==> src/rtl/bpec_pkg.sv <==
`timescale 1ns / 1ps
// ----------------------------------------------------------------------------
// bpec_pkg
// Shared types and constants of the button press event classifier.
// ----------------------------------------------------------------------------
package bpec_pkg;

  localparam int unsigned TIME_W    = 32;
  localparam int unsigned CNT_W     = 4;
  localparam int unsigned CFG_IDX_W = 3;
  localparam int unsigned FIFO_AW   = 2;
  localparam int unsigned FIFO_DEPTH = 1 << FIFO_AW;
  localparam int unsigned FIFO_CW   = FIFO_AW + 1;

  localparam logic [CNT_W-1:0]  CNT_MAX             = 4'd15;
  localparam logic [TIME_W-1:0] SAMPLE_INTERVAL_RST = 32'd20;

  typedef enum logic [1:0] {
    KIND_SINGLE = 2'd0,
    KIND_DOUBLE = 2'd1,
    KIND_LONG   = 2'd2
  } kind_t;

  typedef enum logic [CFG_IDX_W-1:0] {
    REG_INPUT_MODE      = 3'd0,
    REG_ACTIVE_LEVEL    = 3'd1,
    REG_SAMPLE_INTERVAL = 3'd2,
    REG_DOUBLE_WINDOW   = 3'd3,
    REG_LONG_HOLD       = 3'd4,
    REG_SINGLE_ENABLE   = 3'd5,
    REG_DOUBLE_ENABLE   = 3'd6,
    REG_LONG_ENABLE     = 3'd7
  } reg_idx_t;

  typedef struct packed {
    logic              input_mode;
    logic              active_level;
    logic [TIME_W-1:0] sample_interval;
    logic [TIME_W-1:0] double_window;
    logic [TIME_W-1:0] long_hold;
    logic              single_enable;
    logic              double_enable;
    logic              long_enable;
  } cfg_t;

  // Events raised by one sample: count (0 to 2) and their kinds in order.
  typedef struct packed {
    logic [1:0] n;
    kind_t      kind0;
    kind_t      kind1;
  } res_t;

endpackage

==> src/rtl/bpec_cfg_regs.sv <==
`timescale 1ns / 1ps
// ----------------------------------------------------------------------------
// bpec_cfg_regs
// Configuration register file, written one register per transfer.
// ----------------------------------------------------------------------------
module bpec_cfg_regs (
  input  logic                              clk,
  input  logic                              rst_n,
  input  logic                              wr_en,
  input  logic [bpec_pkg::CFG_IDX_W-1:0]    wr_idx,
  input  logic [bpec_pkg::TIME_W-1:0]       wr_data,
  output bpec_pkg::cfg_t                    cfg
);
  import bpec_pkg::*;

  cfg_t cfg_r;
  cfg_t cfg_nxt;

  always_comb begin
    cfg_nxt = cfg_r;
    if (wr_en) begin
      unique case (reg_idx_t'(wr_idx))
        REG_INPUT_MODE:      cfg_nxt.input_mode      = wr_data[0];
        REG_ACTIVE_LEVEL:    cfg_nxt.active_level    = wr_data[0];
        REG_SAMPLE_INTERVAL: cfg_nxt.sample_interval = wr_data;
        REG_DOUBLE_WINDOW:   cfg_nxt.double_window   = wr_data;
        REG_LONG_HOLD:       cfg_nxt.long_hold       = wr_data;
        REG_SINGLE_ENABLE:   cfg_nxt.single_enable   = wr_data[0];
        REG_DOUBLE_ENABLE:   cfg_nxt.double_enable   = wr_data[0];
        REG_LONG_ENABLE:     cfg_nxt.long_enable     = wr_data[0];
        default:             cfg_nxt = cfg_r;
      endcase
    end
  end

  always_ff @(posedge clk) begin
    if (!rst_n) begin
      cfg_r <= '{input_mode:      1'b0,
                 active_level:    1'b0,
                 sample_interval: SAMPLE_INTERVAL_RST,
                 double_window:   '0,
                 long_hold:       '0,
                 single_enable:   1'b0,
                 double_enable:   1'b0,
                 long_enable:     1'b0};
    end else begin
      cfg_r <= cfg_nxt;
    end
  end

  assign cfg = cfg_r;

endmodule

==> src/rtl/bpec_classify.sv <==
`timescale 1ns / 1ps
// ----------------------------------------------------------------------------
// bpec_classify
// Button state and press classification for one registered sample.
// ----------------------------------------------------------------------------
module bpec_classify (
  input  logic                         clk,
  input  logic                         rst_n,
  input  bpec_pkg::cfg_t               cfg,
  input  logic                         smp_go,
  input  logic                         smp_level,
  input  logic [bpec_pkg::TIME_W-1:0]  smp_now,
  output bpec_pkg::res_t               res
);
  import bpec_pkg::*;

  logic              pnow_r, pnow_nxt;
  logic              arm_r, arm_nxt;
  logic [CNT_W-1:0]  cnt_r, cnt_nxt;
  logic [TIME_W-1:0] first_r, first_nxt;
  logic [TIME_W-1:0] hold_r, hold_nxt;
  logic [TIME_W-1:0] last_r, last_nxt;

  logic              take;
  logic              pressed;
  logic              done;
  logic              dbl_open;
  logic [CNT_W-1:0]  cnt;
  logic [TIME_W-1:0] first;
  logic [TIME_W-1:0] hold;
  logic              arm;
  res_t              r;

  // The previous pressed state is pnow_r itself: it becomes pressed_before
  // as soon as a new sample is taken.
  always_comb begin
    take    = cfg.input_mode | ((smp_now - last_r) >= cfg.sample_interval);
    pressed = cfg.input_mode ? smp_level : (smp_level == cfg.active_level);

    pnow_nxt    = pnow_r;
    arm_nxt     = arm_r;
    cnt_nxt     = cnt_r;
    first_nxt   = first_r;
    hold_nxt    = hold_r;
    last_nxt    = last_r;

    cnt      = cnt_r;
    first    = first_r;
    hold     = hold_r;
    arm      = arm_r;
    done     = 1'b0;
    dbl_open = 1'b0;
    r        = '{n: 2'd0, kind0: KIND_SINGLE, kind1: KIND_SINGLE};

    if (smp_go && take) begin
      pnow_nxt    = pressed;
      if (!cfg.input_mode) begin
        last_nxt = smp_now;
      end

      // Press edge: arm debounce only
      if (!pnow_r && pressed) begin
        arm  = 1'b1;
        done = 1'b1;
      end

      if (!done) begin
        // Single timeout
        dbl_open = cfg.double_enable && ((smp_now - first) <= cfg.double_window);
        if ((cnt != '0) && !dbl_open &&
            !(cfg.long_enable && (hold != '0) && pressed)) begin
          if (cfg.single_enable) begin
            r.kind0 = KIND_SINGLE;
            r.n     = 2'd1;
          end
          cnt   = '0;
          first = '0;
        end

        if (pnow_r && pressed) begin
          if (arm) begin
            if (cnt != CNT_MAX) begin
              cnt = cnt + 1'b1;
            end
            if (first == '0) begin
              first = smp_now;
            end
            if (hold == '0) begin
              hold = smp_now;
            end
            arm = 1'b0;
          end
          if (cfg.long_enable && (cnt != '0) &&
              ((smp_now - hold) >= cfg.long_hold)) begin
            if (r.n == 2'd0) begin
              r.kind0 = KIND_LONG;
              r.n     = 2'd1;
            end else begin
              r.kind1 = KIND_LONG;
              r.n     = 2'd2;
            end
            cnt   = '0;
            first = '0;
            hold  = '0;
            done  = 1'b1;
          end else if (cfg.double_enable && (cnt > 4'd1) &&
                       ((smp_now - first) <= cfg.double_window)) begin
            if (r.n == 2'd0) begin
              r.kind0 = KIND_DOUBLE;
              r.n     = 2'd1;
            end else begin
              r.kind1 = KIND_DOUBLE;
              r.n     = 2'd2;
            end
            cnt   = '0;
            first = '0;
            done  = 1'b1;
          end
        end

        // Release drops the hold stamp
        if (!done && pnow_r && !pressed) begin
          hold = '0;
        end
      end

      arm_nxt   = arm;
      cnt_nxt   = cnt;
      first_nxt = first;
      hold_nxt  = hold;
    end
  end

  always_ff @(posedge clk) begin
    if (!rst_n) begin
      pnow_r    <= 1'b0;
      arm_r     <= 1'b0;
      cnt_r     <= '0;
      first_r   <= '0;
      hold_r    <= '0;
      last_r    <= '0;
    end else begin
      pnow_r    <= pnow_nxt;
      arm_r     <= arm_nxt;
      cnt_r     <= cnt_nxt;
      first_r   <= first_nxt;
      hold_r    <= hold_nxt;
      last_r    <= last_nxt;
    end
  end

  assign res = r;

endmodule

==> src/rtl/bpec_out_fifo.sv <==
`timescale 1ns / 1ps
// ----------------------------------------------------------------------------
// bpec_out_fifo
// Event queue: takes up to two events per cycle, hands out one per transfer.
// ----------------------------------------------------------------------------
module bpec_out_fifo (
  input  logic                           clk,
  input  logic                           rst_n,
  input  logic                           push,
  input  bpec_pkg::res_t                 res,
  input  logic                           pop,
  output logic                           out_valid,
  output logic [1:0]                     out_kind,
  output logic                           out_last,
  output logic [bpec_pkg::FIFO_CW-1:0]   count
);
  import bpec_pkg::*;

  logic [2:0]         ent_r [FIFO_DEPTH];
  logic [FIFO_AW-1:0] wr_ptr_r, wr_ptr_nxt;
  logic [FIFO_AW-1:0] rd_ptr_r, rd_ptr_nxt;
  logic [FIFO_CW-1:0] cnt_r, cnt_nxt;
  logic [1:0]         n_push;
  logic [FIFO_AW-1:0] wr_ptr_p1;

  assign n_push     = push ? res.n : 2'd0;
  assign wr_ptr_p1  = wr_ptr_r + 1'b1;
  assign wr_ptr_nxt = wr_ptr_r + FIFO_AW'(n_push);
  assign rd_ptr_nxt = rd_ptr_r + FIFO_AW'(pop);
  assign cnt_nxt    = cnt_r + FIFO_CW'(n_push) - FIFO_CW'(pop);

  always_ff @(posedge clk) begin
    if (n_push != 2'd0) begin
      ent_r[wr_ptr_r] <= {res.kind0, (n_push == 2'd1)};
    end
    if (n_push == 2'd2) begin
      ent_r[wr_ptr_p1] <= {res.kind1, 1'b1};
    end
  end

  always_ff @(posedge clk) begin
    if (!rst_n) begin
      wr_ptr_r <= '0;
      rd_ptr_r <= '0;
      cnt_r    <= '0;
    end else begin
      wr_ptr_r <= wr_ptr_nxt;
      rd_ptr_r <= rd_ptr_nxt;
      cnt_r    <= cnt_nxt;
    end
  end

  assign out_valid = (cnt_r != '0);
  assign out_kind  = ent_r[rd_ptr_r][2:1];
  assign out_last  = ent_r[rd_ptr_r][0];
  assign count     = cnt_r;

endmodule

==> src/rtl/button_press_event_classifier.sv <==
`timescale 1ns / 1ps
// ----------------------------------------------------------------------------
// button_press_event_classifier
// Debounces timestamped button samples and reports single, double and long
// press events.
// ----------------------------------------------------------------------------
//  channel  | handshake            | payload
//  ---------+----------------------+------------------------------------
//  in_      | in_valid / in_stall  | in_level, in_now_ms
//  out_     | out_valid / out_stall| out_event_kind, out_last_event
//  cfg_     | cfg_valid / cfg_ready| cfg_index, cfg_data
//
// One sample per cycle while in_stall is low: it is held in the input
// register, classified there and its events (up to two) land in a
// four-entry queue; events are driven out from the queue registers.
// A sample leaves the input register only when the queue holds two or fewer
// events, so in_stall rises only while the event queue backs up.
// Synchronous active-low reset; configuration is always ready.
// ----------------------------------------------------------------------------
module button_press_event_classifier (
  input  logic                             clk,
  input  logic                             rst_n,
  input  logic                             in_valid,
  output logic                             in_stall,
  input  logic                             in_level,
  input  logic [bpec_pkg::TIME_W-1:0]      in_now_ms,
  output logic                             out_valid,
  input  logic                             out_stall,
  output logic [1:0]                       out_event_kind,
  output logic                             out_last_event,
  input  logic                             cfg_valid,
  output logic                             cfg_ready,
  input  logic [bpec_pkg::CFG_IDX_W-1:0]   cfg_index,
  input  logic [bpec_pkg::TIME_W-1:0]      cfg_data
);
  import bpec_pkg::*;

  cfg_t               cfg;
  res_t               res;
  logic               s1_valid_r, s1_valid_nxt;
  logic               s1_level_r;
  logic [TIME_W-1:0]  s1_now_r;
  logic               s1_go;
  logic               in_take;
  logic               pop;
  logic [FIFO_CW-1:0] q_count;

  assign cfg_ready = 1'b1;

  bpec_cfg_regs u_cfg (
    .clk     (clk),
    .rst_n   (rst_n),
    .wr_en   (cfg_valid & cfg_ready),
    .wr_idx  (cfg_index),
    .wr_data (cfg_data),
    .cfg     (cfg)
  );

  // Advance the input register only when the queue can take two events
  assign s1_go    = s1_valid_r && (q_count <= FIFO_CW'(FIFO_DEPTH - 2));
  assign in_stall = s1_valid_r && !s1_go;
  assign in_take  = in_valid && !in_stall;
  assign s1_valid_nxt = in_take | (s1_valid_r & ~s1_go);

  always_ff @(posedge clk) begin
    if (!rst_n) begin
      s1_valid_r <= 1'b0;
    end else begin
      s1_valid_r <= s1_valid_nxt;
    end
  end

  always_ff @(posedge clk) begin
    if (in_take) begin
      s1_level_r <= in_level;
      s1_now_r   <= in_now_ms;
    end
  end

  bpec_classify u_cls (
    .clk       (clk),
    .rst_n     (rst_n),
    .cfg       (cfg),
    .smp_go    (s1_go),
    .smp_level (s1_level_r),
    .smp_now   (s1_now_r),
    .res       (res)
  );

  assign pop = out_valid && !out_stall;

  bpec_out_fifo u_q (
    .clk       (clk),
    .rst_n     (rst_n),
    .push      (s1_go),
    .res       (res),
    .pop       (pop),
    .out_valid (out_valid),
    .out_kind  (out_event_kind),
    .out_last  (out_last_event),
    .count     (q_count)
  );

`ifndef SYNTH
  a_q_bound : assert property (@(posedge clk) disable iff (!rst_n)
    q_count <= FIFO_CW'(FIFO_DEPTH))
    else $error("event queue overflow");

  a_pair_follows : assert property (@(posedge clk) disable iff (!rst_n)
    (out_valid && !out_last_event && !out_stall) |=> out_valid)
    else $error("second event of a sample missing");

  a_reset_open : assert property (@(posedge clk)
    (rst_n && $past(!rst_n)) |-> !in_stall)
    else $error("input stalled right after reset");

  a_kind_legal : assert property (@(posedge clk) disable iff (!rst_n)
    out_valid |-> (out_event_kind != 2'd3))
    else $error("illegal event kind at output");
`endif

endmodule

==> config.mk <==
export PLATFORM = sky130hd
export DESIGN_NAME = button_press_event_classifier
export DESIGN_NICKNAME = d
export VERILOG_FILES = /design/src/rtl/bpec_pkg.sv /design/src/rtl/bpec_cfg_regs.sv /design/src/rtl/bpec_classify.sv /design/src/rtl/bpec_out_fifo.sv /design/src/rtl/button_press_event_classifier.sv
export SDC_FILE = /design/constraint.sdc
export NUM_CORES = 1
export LEC_CHECK = 0
export BUFFER_PORTS_ARGS = -buffer_cell sky130_fd_sc_hd__clkbuf_2
export CORE_UTILIZATION = 58
export CTS_CLUSTER_SIZE = 25
export DETAILED_ROUTE_END_ITERATION = 7
export PLACE_DENSITY = 0.8
export SYNTH_ARGS = -nofsm -noshare
export SYNTH_HDL_FRONTEND = slang
export SYNTH_SLANG_ARGS = --single-unit
==> constraint.sdc <==
create_clock -name clk -period 12 [get_ports clk]
set_input_delay 1.2 -clock clk [delete_from_list [all_inputs] [get_ports clk]]
set_output_delay 1.2 -clock clk [all_outputs]
set_load 0.02 [all_outputs]
## Yosys cells after proc, flatten, opt, wreduce, memory -nomap -nowiden

Memories as Yosys holds them, arrays and structs flattened. A register that Yosys moved wholly into a read port is not among the register bits.
Index checks and enable logic that the tools add are counted.

- Register bits after elaboration: 244
- Memory bits (writable): 12
- Bits of input ports: 73
- Memories: 1

Memories:

| memory | words | width | rd ports | clocked after Yosys merged registers in | write ports | RTL line | RTL |
|---|---|---|---|---|---|---|---|
| u_q.ent_r | 4 | 3 | 1 | 1 | 2 | bpec_out_fifo.sv:19 | `logic [2:0] ent_r [FIFO_DEPTH];` |

- Add/subtract/negate cells: 10
- Magnitude comparators: 6
- Equality and inequality tests: 11
- Mux-type cells: 62
- Bitwise gates (word level): 6
- Reduce and logical (&&, ||, !) cells: 47

Operators with widths:

| operator | number |
|---|---|
| 32-bit two-way mux | 19 |
| 32-bit subtractor | 4 |
| 32-bit greater-or-equal comparator | 2 |
| 32-bit less-or-equal comparator | 2 |
| 32-bit logical NOT | 2 |
| 4-bit two-way mux | 14 |
| 32-bit nonzero test | 1 |
| 6-bit two-way mux | 5 |
| 2-bit AND reduction | 10 |
| 1-bit logical AND | 18 |
| 1-bit two-way mux | 17 |
| 3-bit equality test (second input constant) | 4 |
| 2-bit two-way mux | 6 |
| 1-bit logical NOT | 8 |
| 4-bit nonzero test | 2 |
| 3-bit by 2-bit equality test with 1-bit output (second input constant) | 2 |
| 4-bit by 1-bit adder with 4-bit output (second input constant) | 1 |
| 4-bit by 1-bit greater-than comparator with 1-bit output (second input constant) | 1 |
| 4-bit inequality test (second input constant) | 1 |
| 2-bit nonzero test | 2 |
| 3-bit by 2-bit adder with 3-bit output | 1 |
| 3-bit by 1-bit equality test with 1-bit output (second input constant) | 1 |
| 3-bit by 2-bit less-or-equal comparator with 1-bit output (second input constant) | 1 |
| 3-bit logical NOT | 1 |
| 14 further kinds | 17 |

## Longest topological paths before layout

- Word-level depth: 28
- Mapped depth: 59

## By module

A second synthesis with hierarchy kept.

- Cells, all modules: 2335
- Area total of the unflattened synthesis: 19796.5 sq um

By module, submodules not included:

| module | times used | cells an instance | area each (sq um) |
|---|---|---|---|
| bpec_classify | 1 | 1818 | 13847.0 |
| bpec_cfg_regs | 1 | 371 | 3802.4 |
| button_press_event_classifier | 1 | 45 | 1074.8 |
| bpec_out_fifo | 1 | 101 | 1072.3 |

## Worst setup path before layout

No wires, ideal clock.

- Kind: register to register
- Start point: register s1_now_r[1]
- End point: register u_q.cnt_r[2], in the netlist u_q.count[2]
- Arrival: 11.446 ns
- Setup slack: 0.426 ns
- Cell stages (with the launch flop): 57
- Clock period less this slack: 11.574 ns
- Path through: edfxtp_1 > inv_1 > fa_1 > nor2b_1 > o31a_1 > o21ba_2 > o21a_1 > o31a_1 > a41o_1 > o211a_1 > a41o_1 > o21ai_0 > a21oi_1 > xor2_1 > ha_1 > nand4_2 > nor4_4 > a2111o_1 > [... 21 more ...] > nand4_1 > nor2_1 > nand4_1 > or3_1 > nor2b_1 > a221oi_2 > clkbuf_1 > ha_1 > inv_1 > a311o_1 > o21a_1 > nand2_1 > inv_2 > ha_1 > fa_1 > xnor2_1 > xnor2_1 > nor2_1

- Longest elaborated chain between the ends: 26
- Elaborated cells between the ends (all ways): 57
- Those cells by class: add/sub (7); order compare (5); eq/ne (1); mux (31); bitwise (1); reduce/logical (12)

Ends and longest elaborated chain:

| what | RTL line | RTL |
|---|---|---|
| from (decl) | button_press_event_classifier.sv:42 | `logic [TIME_W-1:0] s1_now_r;` |
| from (signal assigned) | button_press_event_classifier.sv:76 | `s1_now_r <= in_now_ms;` |
| 32-bit subtractor | bpec_classify.sv:69 | `dbl_open = cfg.double_enable && ((smp_now - first) <= cfg.double_window);` |
| 32-bit less-or-equal comparator | bpec_classify.sv:69 |  |
| 1-bit logical AND | bpec_classify.sv:69 |  |
| 1-bit logical NOT | bpec_classify.sv:70 | `if ((cnt != '0) && !dbl_open &&` |
| 1-bit logical AND (2 in a row) | bpec_classify.sv:70 |  |
| 32-bit two-way mux / 4-bit two-way mux (equally long branches) | bpec_classify.sv:70 |  |
| 32-bit two-way mux / 4-bit two-way mux (equally long branches) | bpec_classify.sv:67 | `if (!done) begin` |
| 32-bit two-way mux / 4-bit two-way mux (equally long branches) | bpec_classify.sv:55 | `if (smp_go && take) begin` |
| [... 9 more ...] | n/a |  |
| 6-bit two-way mux | bpec_classify.sv:106 | `end else if (cfg.double_enable && (cnt > 4'd1) &&` |
| 6-bit two-way mux | bpec_classify.sv:93 | `if (cfg.long_enable && (cnt != '0) &&` |
| 6-bit two-way mux | bpec_classify.sv:80 | `if (pnow_r && pressed) begin` |
| 6-bit two-way mux | bpec_classify.sv:67 |  |
| 6-bit two-way mux (*) | bpec_classify.sv:55 |  |
| 2-bit two-way mux (*) | bpec_out_fifo.sv:26 | `assign n_push = push ? res.n : 2'd0;` |
| 3-bit by 2-bit adder with 3-bit output (*) | bpec_out_fifo.sv:30 | `assign cnt_nxt = cnt_r + FIFO_CW'(n_push) - FIFO_CW'(pop);` |
| 3-bit by 1-bit subtractor with 3-bit output (*) | bpec_out_fifo.sv:30 |  |
| to (signal assigned) | bpec_out_fifo.sv:49 | `cnt_r <= cnt_nxt;` |
| to (decl) | bpec_out_fifo.sv:22 | `logic [FIFO_CW-1:0] cnt_r, cnt_nxt;` |

Mark *: on every way between the ends. The rest lies on a longest branch, timed or not. The select of a mux whose other input is x is not followed.
A chain may end at the register's enable or synchronous reset.

## Worst setup path in the final report

Ends and elaborated chain as after synthesis.

==> impl_metrics.json <==
{
  "root_buffer": "clkbuf_16",
  "peakVddDrop_mv": 0.1528,
  "fin_crit_sh_pct": 95.52,
  "core.rowCount": 67,
  "crit_top_cell": "ha_1",
  "synth_commonest_cells": "nand2_1, ha_1, dfxtp_1",
  "cp_num_buf_inv": 5,
  "wire_per_inst_um": 19.80,
  "ant_nets": 0,
  "grt_pass1_wl_um": 91680,
  "startpoint_type": "flip-flop",
  "drv_slew": 0,
  "cts_tree": "yes",
  "grt_max_degree": 66,
  "core_area_mm2": 0.03362,
  "finalHoldViolCount": 0,
  "avgSynthCellArea_um2": 8.221,
  "finClkSkew_ps": 41.96,
  "synth.distinct_cells": 89,
  "overflow": 0,
  "die_y_um": 187.0,
  "drc_errors": 0,
  "ios": 79,
  "critPathTopFamily": "compound AO/OA/AOI/OAI gates",
  "worstSetupPathType": "flip-flop to flip-flop",
  "dr.pass1.iters": 7,
  "hp-class": "flip-flop to flip-flop",
  "worstMarginPinSlew_ps": 1241,
  "n_fill_cell": 2801,
  "ys.flop_type": "dfxtp_1",
  "busiest_layer": "met2",
  "synth_top_cell_by_area": "dfxtp_1",
  "start_util_pct": 59.04,
  "numPortBuffers": 77,
  "use_met1_pct": 41.76,
  "use_met2_pct": 55.07,
  "path_max_fanout": 8,
  "gp_congestion": 1.009,
  "area_delta_synth_final_pct": 10.82,
  "nets": 2822,
  "max-cap-violations": 0,
  "drtIter0Drc": 1673,
  "cts_buffers": 30,
  "max_freq_ghz": 0.08724,
  "diodes": 0,
  "synthArstFlopShare_pct": 0,
  "synth_top_area_share_pct": 21.69,
  "synth_compound_area_share_pct": 23.38,
  "yosysMostFrequentCell": "nand2_1",
  "synth.area.mux_share_pct": 2.408,
  "synth-xor-area-share_pct": 5.163,
  "htree_levels": 1,
  "syn_area_mm2": 0.01985,
  "layoutNonFillerInstCount": 2954,
  "power.leakage_nw": 8.495,
  "synth_area_leaders": "dfxtp_1, ha_1, edfxtp_1",
  "endpoint_kind": "flip-flop",
  "hpwl_um": 43820,
  "grt_pass1_vias": 17490,
  "max-slew-margin-rel_pct": 17.09,
  "vias": 18160,
  "synth-simple-area-share_pct": 18.42,
  "dp_cells": 2888,
  "use_met3_pct": 5.910,
  "clkSlewWorstSetupHoldPaths_ps": 60,
  "die_w_um": 187.0,
  "hold_ws_ps": 461.9,
  "power_density_mw_per_mm2": 158.5,
  "clockBufferDepth": 3,
  "slowest_delay_ps": 450,
  "antenna_found_initial": 0,
  "arrival_ps": 11900,
  "synth_top_family_by_area": "compound AO/OA/AOI/OAI gates",
  "ys_ff_latch": 256,
  "postRouteWirelength_um": 58480,
  "gr-usage-all-layers_pct": 32.88,
  "syn_inst": 2414,
  "setup_viol_count_final": 0,
  "syn-num-nets": 2752,
  "crit_path_top_delay_cell": "a2111oi_2",
  "drt-vias-per-instance": 6.147,
  "timing.critical_path.required_ps": 12440,
  "final_layout_size_suffix_gt1_share_pct": 9.377,
  "yosysWarnings": 0,
  "dieArea_mm2": 0.03496,
  "period_needed_ps": 11460,
  "synthAdderAreaFrac_pct": 16.90,
  "synth_edf_count": 41,
  "status": "complete, no violations",
  "yosysSeqAreaShare_pct": 27.89,
  "clock_sinks": 256,
  "clk_latency_ps": 610
}
-- layout by cell type, fill, tap and decap left out, drive strengths merged, types with 40 or more instances in the layout --
master | Yosys | routed
ha | 260 | 260
xnor2 | 94 | 94
edfxtp | 41 | 41
clkbuf | 77 | 120
a21boi | 94 | 94
a21oi | 182 | 182
a21o | 67 | 67
o21ai | 69 | 69
nor2b | 58 | 58
nor2 | 163 | 163
nor3 | 40 | 40
dfxtp | 215 | 215
nand2 | 326 | 326
mux2i | 41 | 41
buf | 14 | 53
nand3 | 41 | 41
inv | 204 | 204
-- cell type report --
| class | instances | area [um^2] | share of cell area (%) |
|---|---|---|---|
| clock inverter | 10 | 151.4 | 0.6883 |
| inverter | 204 | 765.7 | 3.481 |
| tap | 448 | 560.5 | 2.549 |
| multi-input combinational | 1863 | 13320 | 60.57 |
| timing repair buffer | 129 | 785.8 | 3.572 |
| clock buffer | 44 | 873.3 | 3.971 |
| sequential | 256 | 5535 | 25.17 |
-- sequential cells by signal, summed over array words and instances, names as in the netlist, named ones only --
name           count
s1_level_r         1
s1_now_r          32
s1_valid_r         1
u_cfg.cfg        101
u_cls.cnt_r        4
u_cls.first_r     32
u_cls.hold_r      32
u_cls.last_r      32
u_cls.pnow_r       1
u_q.count          3
u_q.ent_r         12
u_q.rd_ptr_r       2
u_q.wr_ptr_r       2
-- power breakdown --
group	leakage [nW]	switching [mW]	total, mW	internal, mW
clock network	0.499	0.387	0.953	0.566
registers	2.13	0.0392	0.956	0.916
logic	5.87	0.894	1.58	0.682
-- per-stage QoR --
stage                     cell area, um^2  setup TNS (ps)  power, mW  util (%)  setup WS [ps]
after floorplan                     19850               0      2.111         -          426.3
after global placement              20750               0      2.432     61.72          193.2
after detailed placement            20750          -56.88      2.488     61.72         -56.88
after CTS                           21780               0      3.449     64.80          1.395
after global routing                21990          -34.44      3.706     65.43         -34.44
final                               21990               0      3.485     65.43          537.7
-- worst register-to-register path, delay by kind of cell, from the launching register on --
family / cells / cell delay [ps]
flip-flops: 1 / 400
AO/OA/AOI/OAI: 22 / 5170
XOR/XNOR: 4 / 570
buffers and inverters: 5 / 660
adder cells (fa/ha/maj): 8 / 2340
AND/OR/NAND/NOR: 17 / 2190
-- timing repair --
action	4_1_cts	5_1_grt
hold buffers	0	0
gates resized for setup	3	27
endpoints found under the setup margin	1	25
pin swaps	0	16
buffers inserted	0	12
-- cells by family after synthesis --
logic type | Yosys count
fa+ha+maj | 265
buf+inv | 295
mux | 44
simple gates | 776
other cells | 1
xor+xnor | 117
compound gates | 660
flops | 256
-- final timing paths --
kind,from,endpoint,slack [ps],cells after the start
worst min-delay path,u_cfg.cfg[91],u_cfg.cfg[91],460,2
worst min register to register,u_cfg.cfg[91],u_cfg.cfg[91],460,2
worst max register to register,s1_now_r[1],u_q.count[2],540,56
worst max-delay path,s1_now_r[1],u_q.count[2],540,56
-- metal layers --
metal,part of all wire (%),vias up
li1,-,8742
met1,41,8581
met2,46,677
met5,0,-
met3,8.0,157
met4,4.4,0
No activity file was read; power rests on OpenSTA's default activity.
